File: src/rtl/bpst_pkg.sv
// ----------------------------------------------------------------------------
// bpst_pkg
// Shared types and constants for the bounded priority status table.
// ----------------------------------------------------------------------------
package bpst_pkg;

	localparam int CAPACITY = 8;
	localparam int IDX_W    = (CAPACITY > 1) ? $clog2(CAPACITY) : 1;
	localparam int CNT_W    = $clog2(CAPACITY + 1);

	localparam int FUNC_W  = 2;
	localparam int ID_W    = 32;
	localparam int PRI_W   = 8;
	localparam int GEN_W   = 64;
	localparam int COUNT_W = 4;
	localparam int CUR_W   = 3;

	localparam int IN_W  = 48;
	localparam int OUT_W = 216;

	localparam logic [FUNC_W-1:0] FUNC_ENQ     = 2'd0;
	localparam logic [FUNC_W-1:0] FUNC_NEXT    = 2'd1;
	localparam logic [FUNC_W-1:0] FUNC_PREV    = 2'd2;
	localparam logic [FUNC_W-1:0] FUNC_DISMISS = 2'd3;

	typedef struct packed {
		logic [GEN_W-1:0] gen;
		logic [PRI_W-1:0] pri;
		logic [ID_W-1:0]  id;
	} entry_t;

	localparam int ENTRY_W = $bits(entry_t);

	typedef struct packed {
		logic             re;
		logic [IDX_W-1:0] raddr;
		logic             we;
		logic [IDX_W-1:0] waddr;
		entry_t           wdata;
	} mem_req_t;

	typedef struct packed {
		logic               accepted;
		logic [GEN_W-1:0]   new_generation;
		logic               evicted_valid;
		logic [ID_W-1:0]    evicted_id;
		logic [COUNT_W-1:0] count;
		logic [CUR_W-1:0]   cursor_index;
		entry_t             cur;
	} result_t;

endpackage

File: src/rtl/bounded_priority_status_table_core.sv
// ----------------------------------------------------------------------------
// bounded_priority_status_table_core
// Priority-ordered status table with cursor, held in one entry RAM.
// ----------------------------------------------------------------------------
// Each request yields one result. The entry RAM has one read and one write
// per cycle: it is scanned, shifted for removal and shifted again for
// insertion, one entry per cycle. A held-off output stalls the sequencer.
// A new request is taken once the previous result sits in the output
// register.
module bounded_priority_status_table_core (
	input  logic                        clk,
	input  logic                        arst_n,
	input  logic                        s_tvalid,
	output logic                        s_tready,
	// func[1:0], status_id[33:2], priority_req[41:34], content_ok[42], zero pad
	input  logic [bpst_pkg::IN_W-1:0]   s_tdata,
	output logic                        m_tvalid,
	input  logic                        m_tready,
	// accepted[0], new_generation[64:1], evicted_valid[65], evicted_id[97:66],
	// count[101:98], cursor_index[104:102], cursor_id[136:105],
	// cursor_priority[144:137], cursor_generation[208:145], zero pad
	output logic [bpst_pkg::OUT_W-1:0]  m_tdata
);
	import bpst_pkg::*;

	mem_req_t   mem;
	logic [ENTRY_W-1:0] rdata_raw;
	entry_t     rdata;
	logic       res_valid, res_take;
	result_t    res;
	logic       m_tvalid_q;
	logic [OUT_W-1:0] m_tdata_q;

	assign rdata = entry_t'(rdata_raw);

	bpst_ram #(
		.WIDTH (ENTRY_W),
		.DEPTH (CAPACITY)
	) u_ram (
		.clk   (clk),
		.re    (mem.re),
		.raddr (mem.raddr),
		.rdata (rdata_raw),
		.we    (mem.we),
		.waddr (mem.waddr),
		.wdata (mem.wdata)
	);

	bpst_ctrl u_ctrl (
		.clk          (clk),
		.arst_n       (arst_n),
		.req_valid    (s_tvalid),
		.req_ready    (s_tready),
		.func         (s_tdata[1:0]),
		.status_id    (s_tdata[33:2]),
		.priority_req (s_tdata[41:34]),
		.content_ok   (s_tdata[42]),
		.mem          (mem),
		.rdata        (rdata),
		.res_valid    (res_valid),
		.res          (res),
		.res_take     (res_take)
	);

	assign res_take = !m_tvalid_q || m_tready;

	always_ff @(posedge clk or negedge arst_n) begin
		if (!arst_n) begin
			m_tvalid_q <= 1'b0;
		end else if (res_take) begin
			m_tvalid_q <= res_valid;
		end
	end

	always_ff @(posedge clk) begin
		if (res_valid && res_take) begin
			m_tdata_q <= {7'd0, res.cur.gen, res.cur.pri, res.cur.id,
				res.cursor_index, res.count, res.evicted_id, res.evicted_valid,
				res.new_generation, res.accepted};
		end
	end

	assign m_tvalid = m_tvalid_q;
	assign m_tdata  = m_tdata_q;
endmodule

File: src/rtl/bpst_ram.sv
// ----------------------------------------------------------------------------
// bpst_ram
// Generic single-write, single-read RAM with registered read data.
// ----------------------------------------------------------------------------
module bpst_ram #(
	parameter int WIDTH = 8,
	parameter int DEPTH = 8
) (
	input  logic                                    clk,
	input  logic                                    re,
	input  logic [((DEPTH > 1) ? $clog2(DEPTH) : 1)-1:0] raddr,
	output logic [WIDTH-1:0]                        rdata,
	input  logic                                    we,
	input  logic [((DEPTH > 1) ? $clog2(DEPTH) : 1)-1:0] waddr,
	input  logic [WIDTH-1:0]                        wdata
);
	logic [WIDTH-1:0] mem [DEPTH];

	always_ff @(posedge clk) begin
		if (we) begin
			mem[waddr] <= wdata;
		end
		if (re) begin
			rdata <= mem[raddr];
		end
	end
endmodule

File: src/rtl/bpst_ctrl.sv
// ----------------------------------------------------------------------------
// bpst_ctrl
// Sequencer: scans, removes and inserts table entries through the RAM.
// ----------------------------------------------------------------------------
module bpst_ctrl (
	input  logic                      clk,
	input  logic                      arst_n,
	input  logic                      req_valid,
	output logic                      req_ready,
	input  logic [bpst_pkg::FUNC_W-1:0] func,
	input  logic [bpst_pkg::ID_W-1:0]   status_id,
	input  logic [bpst_pkg::PRI_W-1:0]  priority_req,
	input  logic                      content_ok,
	output bpst_pkg::mem_req_t        mem,
	input  bpst_pkg::entry_t          rdata,
	output logic                      res_valid,
	output bpst_pkg::result_t         res,
	input  logic                      res_take
);
	import bpst_pkg::*;

	localparam logic [3:0] ST_IDLE = 4'd0;
	localparam logic [3:0] ST_SCAN = 4'd1;
	localparam logic [3:0] ST_REMI = 4'd2;
	localparam logic [3:0] ST_REM  = 4'd3;
	localparam logic [3:0] ST_INSI = 4'd4;
	localparam logic [3:0] ST_INS  = 4'd5;
	localparam logic [3:0] ST_INSL = 4'd6;
	localparam logic [3:0] ST_RD   = 4'd7;
	localparam logic [3:0] ST_RDW  = 4'd8;

	logic [3:0]        state_q, state_d;
	logic [FUNC_W-1:0] func_q, func_d;
	logic [ID_W-1:0]   id_q, id_d;
	logic [PRI_W-1:0]  pri_q, pri_d;
	logic [CNT_W-1:0]  count_q, count_d;
	logic [IDX_W-1:0]  cursor_q, cursor_d;
	logic [GEN_W-1:0]  stamp_q, stamp_d;
	logic [IDX_W-1:0]  ptr_q, ptr_d;
	logic [IDX_W-1:0]  wa_q, wa_d;
	logic              found_q, found_d;
	logic [IDX_W-1:0]  same_q, same_d;
	logic [IDX_W-1:0]  wi_q, wi_d;
	logic [PRI_W-1:0]  wpri_q, wpri_d;
	logic [GEN_W-1:0]  wgen_q, wgen_d;
	logic [ID_W-1:0]   wid_q, wid_d;
	logic              acc_q, acc_d;
	logic [GEN_W-1:0]  genout_q, genout_d;
	logic              ev_q, ev_d;
	logic [ID_W-1:0]   evid_q, evid_d;

	logic [CNT_W-1:0] ptr_ext, cur_ext, cnt_dec;
	logic             hit, better, gt;

	assign ptr_ext = CNT_W'(ptr_q);
	assign cur_ext = CNT_W'(cursor_q);
	assign cnt_dec = count_q - CNT_W'(1);

	always_comb begin
		state_d  = state_q;
		func_d   = func_q;
		id_d     = id_q;
		pri_d    = pri_q;
		count_d  = count_q;
		cursor_d = cursor_q;
		stamp_d  = stamp_q;
		ptr_d    = ptr_q;
		wa_d     = wa_q;
		found_d  = found_q;
		same_d   = same_q;
		wi_d     = wi_q;
		wpri_d   = wpri_q;
		wgen_d   = wgen_q;
		wid_d    = wid_q;
		acc_d    = acc_q;
		genout_d = genout_q;
		ev_d     = ev_q;
		evid_d   = evid_q;
		mem       = '0;
		req_ready = 1'b0;
		res_valid = 1'b0;
		hit    = !found_q && (rdata.id == id_q);
		better = (ptr_q == '0) || (rdata.pri > wpri_q) ||
			((rdata.pri == wpri_q) && (rdata.gen < wgen_q));
		gt     = (rdata.pri > pri_q) || ((rdata.pri == pri_q) && (rdata.gen > stamp_q));

		case (state_q)
			ST_IDLE: begin
				req_ready = 1'b1;
				if (req_valid) begin
					func_d   = func;
					id_d     = status_id;
					pri_d    = priority_req;
					acc_d    = 1'b0;
					genout_d = '0;
					ev_d     = 1'b0;
					evid_d   = '0;
					found_d  = 1'b0;
					state_d  = ST_RD;
					case (func)
						FUNC_ENQ: begin
							if (status_id != '0 && content_ok) begin
								if (count_q == '0) begin
									state_d = ST_INSI;
								end else begin
									mem.re    = 1'b1;
									mem.raddr = '0;
									ptr_d     = '0;
									state_d   = ST_SCAN;
								end
							end
						end
						FUNC_NEXT: begin
							if (count_q != '0) begin
								cursor_d = (cur_ext + CNT_W'(1) >= count_q) ? '0
									: cursor_q + IDX_W'(1);
							end
						end
						FUNC_PREV: begin
							if (count_q != '0) begin
								cursor_d = (cursor_q == '0 || cur_ext > count_q)
									? IDX_W'(cnt_dec) : cursor_q - IDX_W'(1);
							end
						end
						default: begin
							if (count_q != '0) begin
								ptr_d   = cursor_q;
								state_d = ST_REMI;
							end
						end
					endcase
				end
			end
			ST_SCAN: begin
				if (hit) begin
					found_d = 1'b1;
					same_d  = ptr_q;
				end
				if (better) begin
					wi_d   = ptr_q;
					wpri_d = rdata.pri;
					wgen_d = rdata.gen;
					wid_d  = rdata.id;
				end
				if (ptr_ext == cnt_dec) begin
					if (found_d) begin
						ptr_d   = same_d;
						state_d = ST_REMI;
					end else if (count_q == CNT_W'(CAPACITY)) begin
						if (pri_q >= wpri_d) begin
							state_d = ST_RD;
						end else begin
							ev_d    = 1'b1;
							evid_d  = wid_d;
							ptr_d   = wi_d;
							state_d = ST_REMI;
						end
					end else begin
						state_d = ST_INSI;
					end
				end else begin
					mem.re    = 1'b1;
					mem.raddr = ptr_q + IDX_W'(1);
					ptr_d     = ptr_q + IDX_W'(1);
				end
			end
			ST_REMI, ST_REM: begin
				if (state_q == ST_REM) begin
					mem.we    = 1'b1;
					mem.waddr = ptr_q;
					mem.wdata = rdata;
				end
				if (state_q == ST_REMI && ptr_ext + CNT_W'(1) < count_q) begin
					mem.re    = 1'b1;
					mem.raddr = IDX_W'(ptr_ext + CNT_W'(1));
					state_d   = ST_REM;
				end else if (state_q == ST_REM && ptr_ext + CNT_W'(2) < count_q) begin
					mem.re    = 1'b1;
					mem.raddr = IDX_W'(ptr_ext + CNT_W'(2));
					ptr_d     = ptr_q + IDX_W'(1);
				end else begin
					count_d = cnt_dec;
					if (func_q == FUNC_ENQ) begin
						state_d = ST_INSI;
					end else begin
						if (cnt_dec == '0) begin
							cursor_d = '0;
						end else if (cur_ext >= cnt_dec) begin
							cursor_d = IDX_W'(cnt_dec - CNT_W'(1));
						end
						state_d = ST_RD;
					end
				end
			end
			ST_INSI: begin
				if (count_q == '0) begin
					wa_d    = '0;
					state_d = ST_INSL;
				end else begin
					mem.re    = 1'b1;
					mem.raddr = IDX_W'(cnt_dec);
					ptr_d     = IDX_W'(cnt_dec);
					state_d   = ST_INS;
				end
			end
			ST_INS: begin
				if (gt) begin
					mem.we    = 1'b1;
					mem.waddr = IDX_W'(ptr_ext + CNT_W'(1));
					mem.wdata = rdata;
					if (ptr_q == '0) begin
						wa_d    = '0;
						state_d = ST_INSL;
					end else begin
						mem.re    = 1'b1;
						mem.raddr = ptr_q - IDX_W'(1);
						ptr_d     = ptr_q - IDX_W'(1);
					end
				end else begin
					wa_d    = IDX_W'(ptr_ext + CNT_W'(1));
					state_d = ST_INSL;
				end
			end
			ST_INSL: begin
				mem.we        = 1'b1;
				mem.waddr     = wa_q;
				mem.wdata.gen = stamp_q;
				mem.wdata.pri = pri_q;
				mem.wdata.id  = id_q;
				count_d  = count_q + CNT_W'(1);
				stamp_d  = stamp_q + GEN_W'(1);
				cursor_d = '0;
				acc_d    = 1'b1;
				genout_d = stamp_q;
				state_d  = ST_RD;
			end
			ST_RD: begin
				mem.re    = (count_q != '0);
				mem.raddr = cursor_q;
				state_d   = ST_RDW;
			end
			ST_RDW: begin
				res_valid = 1'b1;
				if (res_take) begin
					state_d = ST_IDLE;
				end
			end
			default: begin
				state_d = ST_IDLE;
			end
		endcase
	end

	always_comb begin
		res.accepted       = acc_q;
		res.new_generation = genout_q;
		res.evicted_valid  = ev_q;
		res.evicted_id     = evid_q;
		res.count          = COUNT_W'(count_q);
		res.cursor_index   = CUR_W'(cursor_q);
		res.cur            = (count_q != '0) ? rdata : '0;
	end

	always_ff @(posedge clk or negedge arst_n) begin
		if (!arst_n) begin
			state_q  <= ST_IDLE;
			count_q  <= '0;
			cursor_q <= '0;
			stamp_q  <= '0;
			found_q  <= 1'b0;
			acc_q    <= 1'b0;
			ev_q     <= 1'b0;
		end else begin
			state_q  <= state_d;
			count_q  <= count_d;
			cursor_q <= cursor_d;
			stamp_q  <= stamp_d;
			found_q  <= found_d;
			acc_q    <= acc_d;
			ev_q     <= ev_d;
		end
	end

	always_ff @(posedge clk) begin
		func_q   <= func_d;
		id_q     <= id_d;
		pri_q    <= pri_d;
		ptr_q    <= ptr_d;
		wa_q     <= wa_d;
		same_q   <= same_d;
		wi_q     <= wi_d;
		wpri_q   <= wpri_d;
		wgen_q   <= wgen_d;
		wid_q    <= wid_d;
		genout_q <= genout_d;
		evid_q   <= evid_d;
	end

`ifndef NO_ASSERTIONS
	a_count_bound: assert property (@(posedge clk) disable iff (!arst_n)
		count_q <= CNT_W'(CAPACITY))
		else $error("entry count above capacity");

	a_cursor_range: assert property (@(posedge clk) disable iff (!arst_n)
		(state_q == ST_IDLE && count_q != '0) |-> (cur_ext < count_q))
		else $error("cursor beyond last entry");

	a_cursor_empty: assert property (@(posedge clk) disable iff (!arst_n)
		(state_q == ST_IDLE && count_q == '0) |-> (cursor_q == '0))
		else $error("cursor not zero on empty table");

	a_stamp_step: assert property (@(posedge clk) disable iff (!arst_n)
		(state_q == ST_INSL) |=> (stamp_q == $past(stamp_q) + GEN_W'(1)))
		else $error("stamp did not advance on insert");

	a_no_write_idle: assert property (@(posedge clk) disable iff (!arst_n)
		(state_q == ST_IDLE || state_q == ST_RDW) |-> !mem.we)
		else $error("table write outside an update");
`endif
endmodule

File: config.mk
export PLATFORM = sky130hd
export DESIGN_NAME = bounded_priority_status_table_core
export DESIGN_NICKNAME = d
export VERILOG_FILES = /design/src/rtl/bpst_pkg.sv /design/src/rtl/bounded_priority_status_table_core.sv /design/src/rtl/bpst_ram.sv /design/src/rtl/bpst_ctrl.sv
export SDC_FILE = /design/constraint.sdc
export NUM_CORES = 2
export LEC_CHECK = 0
export BUFFER_PORTS_ARGS = -buffer_cell sky130_fd_sc_hd__buf_4
export CAP_MARGIN = 10
export CORE_MARGIN = 1.5
export CORE_UTILIZATION = 40
export CTS_BUF_LIST = sky130_fd_sc_hd__clkbuf_16
export CTS_CLUSTER_SIZE = 16
export DETAILED_ROUTE_END_ITERATION = 6
export SYNTH_ARGS = -nofsm -noshare
export SYNTH_HDL_FRONTEND = slang
export SYNTH_SLANG_ARGS = --single-unit
File: constraint.sdc
create_clock -name clk -period 14 [get_ports clk]
set_input_delay 2.8 -clock clk [delete_from_list [all_inputs] [get_ports clk]]
set_output_delay 2.8 -clock clk [all_outputs]
set_load 0.01 [all_outputs]
# Yosys cells after proc, flatten, opt, wreduce, memory -nomap -nowiden
# Memories as Yosys holds them, arrays and structs flattened. A register that Yosys moved wholly into a read port is not among the register bits.
# Index checks and enable logic that the tools add are counted.
totals:
  wordCells: 217
  inputBits: 52
  register_bits: 542
  ram_bits: 832
  n_memories: 1
  output_inout_bits: 218
mem_list:
  columns: ["name", "words", "width", "rd", "rd_clocked_by_memory_dff", "wr", "line", "source"]
  rows:
  - ["u_ram.mem", 8, 104, 1, 1, 1, "bpst_ram.sv:17", "logic [WIDTH-1:0] mem [DEPTH];"]
op_classes:
  eq_ne: 41
  n_reduce_logical: 41
  order_cmp: 10
  addsub: 11
  muxes: 91
ops:
  columns: ["cell", "n"]
  rows:
  - ["$pmux W108 S3", 1]
  - ["$mux W32", 6]
  - ["$pmux W64 S2", 1]
  - ["$mux W112", 1]
  - ["$mux W108", 1]
  - ["$mux W3", 32]
  - ["$mux W4", 20]
  - ["$add A64 B1 Y64 const B", 1]
  - ["$gt A64 B64 Y1", 1]
  - ["$lt A64 B64 Y1", 1]
  - ["$mux W64", 1]
  - ["$pmux W32 S2", 1]
  - ["$eq A32 B32 Y1", 1]
  - ["$pmux W4 S8", 1]
  - ["$reduce_bool A32 Y1", 1]
  - ["$pmux W4 S6", 1]
  - ["$ne A2 B2 Y1 const B", 10]
  - ["$pmux W3 S2", 3]
  - ["$eq A4 B3 Y1 const B", 4]
  - ["$eq A8 B8 Y1", 2]
  - ["$gt A8 B8 Y1", 2]
  - ["$mux W8", 2]
  - ["$pmux W4 S2", 2]
  - ["$ne A3 B2 Y1 const B", 5]
  - ["other kinds (43)", 93]

# Longest topological paths before layout
logic_depth:
  depth_word: 11
  depth_mapped: 24
  mapped_depth_nobuf: 23

# Cells and area by module
# Synthesis repeated with hierarchy kept, for this count alone.
unflattened:
  cells_unflattened: 3313
  hier_area_um2: 60623.1
by_module_without_submodules:
  columns: ["module", "n_inst", "seq_area_each_um2", "area_per_inst_um2", "cells_per_inst"]
  rows:
  - ["bpst_ram", 1, 28107.0, 34800.9, 1319]
  - ["bpst_ctrl", 1, 9579.2, 19436.1, 1773]
  - ["bounded_priority_status_table_core", 1, 6301.0, 6386.1, 221]

# Worst setup path after synthesis
# No wires, ideal clock.
synth_timing:
  kind: "in2reg"
  from: "input port m_tready"
  to: "register m_tdata_q[0], in the netlist m_tdata[0], enable pin"
  required_ns: 13.218
  t_arrival_ns: 11.491
  path_buffers: 0
  stages: 2
  setup_ns: 0.782
  setup_slack_ns: 1.726
  cell_sequence: "nor2b_1 > nor2_1"
synth_via:
  elab_chain_len: 2
synth_lines:
  columns: ["item", "line", "source"]
  rows:
  - ["start, declared", "bounded_priority_status_table_core.sv:18", "input logic m_tready,"]
  - ["$logic_or A1 B1 Y1", "bounded_priority_status_table_core.sv:65", "assign res_take = !m_tvalid_q || m_tready;"]
  - ["$logic_and A1 B1 Y1", "bounded_priority_status_table_core.sv:76", "if (res_valid && res_take) begin"]
  - ["end signal, assigned", "bounded_priority_status_table_core.sv:77", "m_tdata_q <= {7'd0, res.cur.gen, res.cur.pri, res.cur.id,"]
  - ["end, declared", "bounded_priority_status_table_core.sv:32", "logic [OUT_W-1:0] m_tdata_q;"]
# No other way between the ends.
# A chain may end at the register's enable or synchronous reset.

# Worst setup path after layout
layout_timing:
  from: "register u_ram.rdata[89] (read register of u_ram.mem)"
  to: "register u_ctrl.evid_q[6], enable pin"
layout_via:
  elab_chain_len: 8
layout_lines:
  columns: ["item", "line", "source"]
  rows:
  - ["start, declared", "bpst_ram.sv:12", "output logic [WIDTH-1:0] rdata,"]
  - ["$lt A64 B64 Y1", "bpst_ctrl.sv:84", "((rdata.pri == wpri_q) && (rdata.gen < wgen_q));"]
  - ["$logic_and A1 B1 Y1", "bpst_ctrl.sv:84", null]
  - ["$logic_or A1 B1 Y1", "bpst_ctrl.sv:83", "better = (ptr_q == '0) || (rdata.pri > wpri_q) ||"]
  - ["$mux W8", "bpst_ctrl.sv:139", "if (better) begin"]
  - ["$mux W8", "bpst_ctrl.sv:87", "case (state_q)"]
  - ["$ge A8 B8 Y1", "bpst_ctrl.sv:150", "if (pri_q >= wpri_d) begin"]
  - ["$ne A2 B2 Y1 (no line)", null, null]
  - ["$reduce_and A6 Y1 (no line)", null, null]
  - ["end signal, assigned", "bpst_ctrl.sv:296", "evid_q <= evid_d;"]
  - ["end, declared", "bpst_ctrl.sv:50", "logic [ID_W-1:0] evid_q, evid_d;"]
# No other way between the ends. The select of a mux whose other input is x is not followed.

==> qor.yml <==
run_status:
  status: "finished clean"
layout:
  num-nets-final: 4321
  n_antenna_cell: 0
  layout.area.seq_mm2: 0.0440
  multi_input_area_mm2: 0.0156
  area_growth_syn_to_layout_pct: 15.4
  fillers: 13000
  fin_cells: 6224
  drive_gt1_frac: 0.217
cts:
  clock_path_buffers: 3
  clk_pin_slew_ns: 0.06
  ctsHoldBuffers: 0
  cts_num_sinks: 1478
  clock_latency_ns: 0.78
  root_buffer: "clkbuf_16"
  postCtsSetupBuffers: 0
  numCtsBuffers: 155
  ctsHtreeMaxLevel: 4
  cts_tree: "built"
  cts_resized: 0
worst_setup_path:
  cp-start-kind: "flip-flop"
  crit_path_start: "u_ram.rdata[89]"
  critical_path.top_delay_family: "compound AO/OA/AOI/OAI gates"
  r2r_start: "u_ram.rdata[89]"
  cp-end-kind: "flip-flop"
  path_class: "flip-flop to flip-flop"
  path_buf_inv: 1
  slowest_stage: "o31ai_2"
  path_cells: "ha_1 > a21o_1 > a21o_1 > a21o_1 > a21o_1 > a211oi_1 > o31ai_2 > o221ai_1 > nor2_4 > buf_4 > o21ai_0 > ha_1 > nand2b_1 > a21o_1 > a21o_1 > a21o_1 > a21o_1 > a21o_1 > a21o_1 > a211oi_1 > and2_1 > or2_2"
  cp_max_fo: 45
  max_stage_delay_ns: 0.94
  crit_top_cell: "a21o_1"
  worst_ep_arrival_time_ns: 7.77
  required_ns: 14.38
grt:
  grt_pass1_wl_um: 215000
  grt_max_degree: 161
  grt_usage: 0.189
  first_global_vias: 33100
  grt_remaining_overflow: 0
  antenna_found_initial: 6
floorplan:
  core_mm2: 0.150
  fp.dieH_um: 393
  io_pins: 270
  die_area_mm2: 0.154
  die_x_um: 393
  num_rows: 142
  initial_core_util: 0.404
run:
  drv_cap: 0
routing:
  num_vias: 32900
  top_layer: "met5"
  route.detailed.drc: 0
  routed_via_density: 5.28
  wl_per_cell_um: 23.5
  first_iter_violations: 2284
  route.met2.wl_um: 69800
  routed_wl_um: 146000
  drtAntennaViolNets: 0
  firstDrtPassIters: 5
  wl_met3_um: 9220
  wl_met1_um: 63800
timing:
  finalMaxSlewViolations: 0
  timing.hold.ws_ns: 0.402
  finalSetupViolations: 0
  timing.fmax_mhz: 135
  min_period_ns: 7.39
  fin_worst_skew_ns: 0.0241
  worstMarginPinSlew_ns: 1.15
  fin_crit_sh: 0.528
  rsz0062_at_grt: "false"
  relSlewSlack: 0.229
  fin_tns_setup_ns: 0
  hold_viol: 0
place:
  dp_hpwl_um: 85800
  dp_cells: 5941
  place_congestion: 0.828
  io_buffers: 257
logic_synthesis:
  synth.distinct_cells: 66
  synth_seq_cells: 1478
  synth-edff-count: 1399
  ys_seq_area_frac: 0.724
  synth_area_mm2: 0.0608
  synthTopCellsByCount: "1399 x edfxtp_1, 352 x mux2_2, 220 x nor2_1"
  async_flop_share: 0.0535
  syn-mean-instance-area_um2: 16.2
  synthTopCellsByArea: "edfxtp_1 69%, mux2_2 6.5%, ha_1 3.8%, dfrtp_1 3.3%, o22ai_1 2.2%"
  syn_inst: 3762
  synth_top_area_frac: 0.691
  dominantRegCellSynth: "edfxtp_1"
  yosys_warnings: 0
  yosysMostFrequentCell: "edfxtp_1"
  yosys.area.top_type: "edfxtp_1"
min_path:
  min_path_type: "flip-flop to flip-flop"
  min_from: "u_ctrl.evid_q[31]"
power:
  power.leakage_nw: 25.2
  p_per_area_mw_per_mm2: 267
  peakVddDrop_uv: 330
  power.total_mw: 18.7
==> final timing paths <==
kind / cells past startpoint / slack [ns] / endpoint
max: 22 / 6.61 / u_ctrl.evid_q[6]
min: 0 / 0.40 / m_tdata[97]
max reg2reg: 22 / 6.61 / u_ctrl.evid_q[6]
min reg2reg: 0 / 0.40 / m_tdata[97]
max in group asynchronous: 2 / 10.84 / u_ctrl.count_q[2]
min in group asynchronous: 1 / 2.02 / u_ctrl.stamp_q[23]
==> layer usage <==
metal / vias up / global-route usage
li1: 15000 / -
met3: 223 / 0.0387
met4: 6 / 0.0552
met1: 16700 / 0.255
met2: 908 / 0.307
met5: - / 0
==> layout make-up <==
type                            instances  area share
Clock buffer                          159      0.0567
Timing Repair Buffer                  310      0.0333
Multi-Input combinational cell       1963       0.222
Tap cell                             2016      0.0360
Inverter                              174     0.00931
Clock inverter                        124      0.0155
Sequential cell                      1478       0.627
==> placed cells by master (no fill, tap or decap), drive strengths merged, types with 41 or more instances in the layout <==
cell and n:
clkinv 65, mux2 455, dfrtp 79, xnor2 70, buf 310, o22ai 215, a21oi 61, o21ai 48
nor2 220, clkbuf 159, nand3 41, nand2 99, inv 208, and2 145, a21o 110, edfxtp 1399
ha 187
==> registers in the layout, summed over array words and instances, names as in the netlist, 4 cells and up <==
name	flops
u_ram.mem	832
u_ctrl.wpri_q	8
u_ctrl.id_q	32
u_ctrl.evid_q	32
u_ctrl.wid_q	32
u_ctrl.state_q	4
m_tdata	209
u_ctrl.pri_q	8
u_ctrl.stamp_q	64
u_ctrl.genout_q	64
u_ctrl.wgen_q	64
u_ctrl.count_q	4
u_ram.rdata	104
==> power by group <==
group	leakage [nW]	total [mW]	internal (mW)	switching, mW
registers	14.0	7.33	6.81	0.527
logic	8.63	7.30	2.77	4.52
clock network	2.57	4.08	2.39	1.69
total	25.2	18.7	12.0	6.74
==> per-stage QoR <==
stage | worst slack [ns] | instance area, um2 | util
5_1_grt | 6.32 | 70200 | 0.467
4_1_cts | 6.58 | 70200 | 0.467
2_1_floorplan | 1.73 | 60800 | -
3_5_place_dp | 6.66 | 65100 | 0.433
6_report | 6.61 | 70200 | 0.467
3_3_place_gp | 6.67 | 65100 | 0.433
==> kinds of logic (layout without fill, tap and decap cells) <==
logic type	after synthesis	count (layout)	share of synthesized area
AO/OA/AOI/OAI	537	537	0.0592
adder cells (fa/ha/maj)	187	187	0.0385
buffers and inverters	327	767	0.0231
multiplexers	464	464	0.0858
XOR/XNOR	108	108	0.0156
AND/OR/NAND/NOR	660	660	0.0543
other	1	7	0.0000617
flip-flops	1478	1478	0.724
Power figures use the tool's default switching activity.
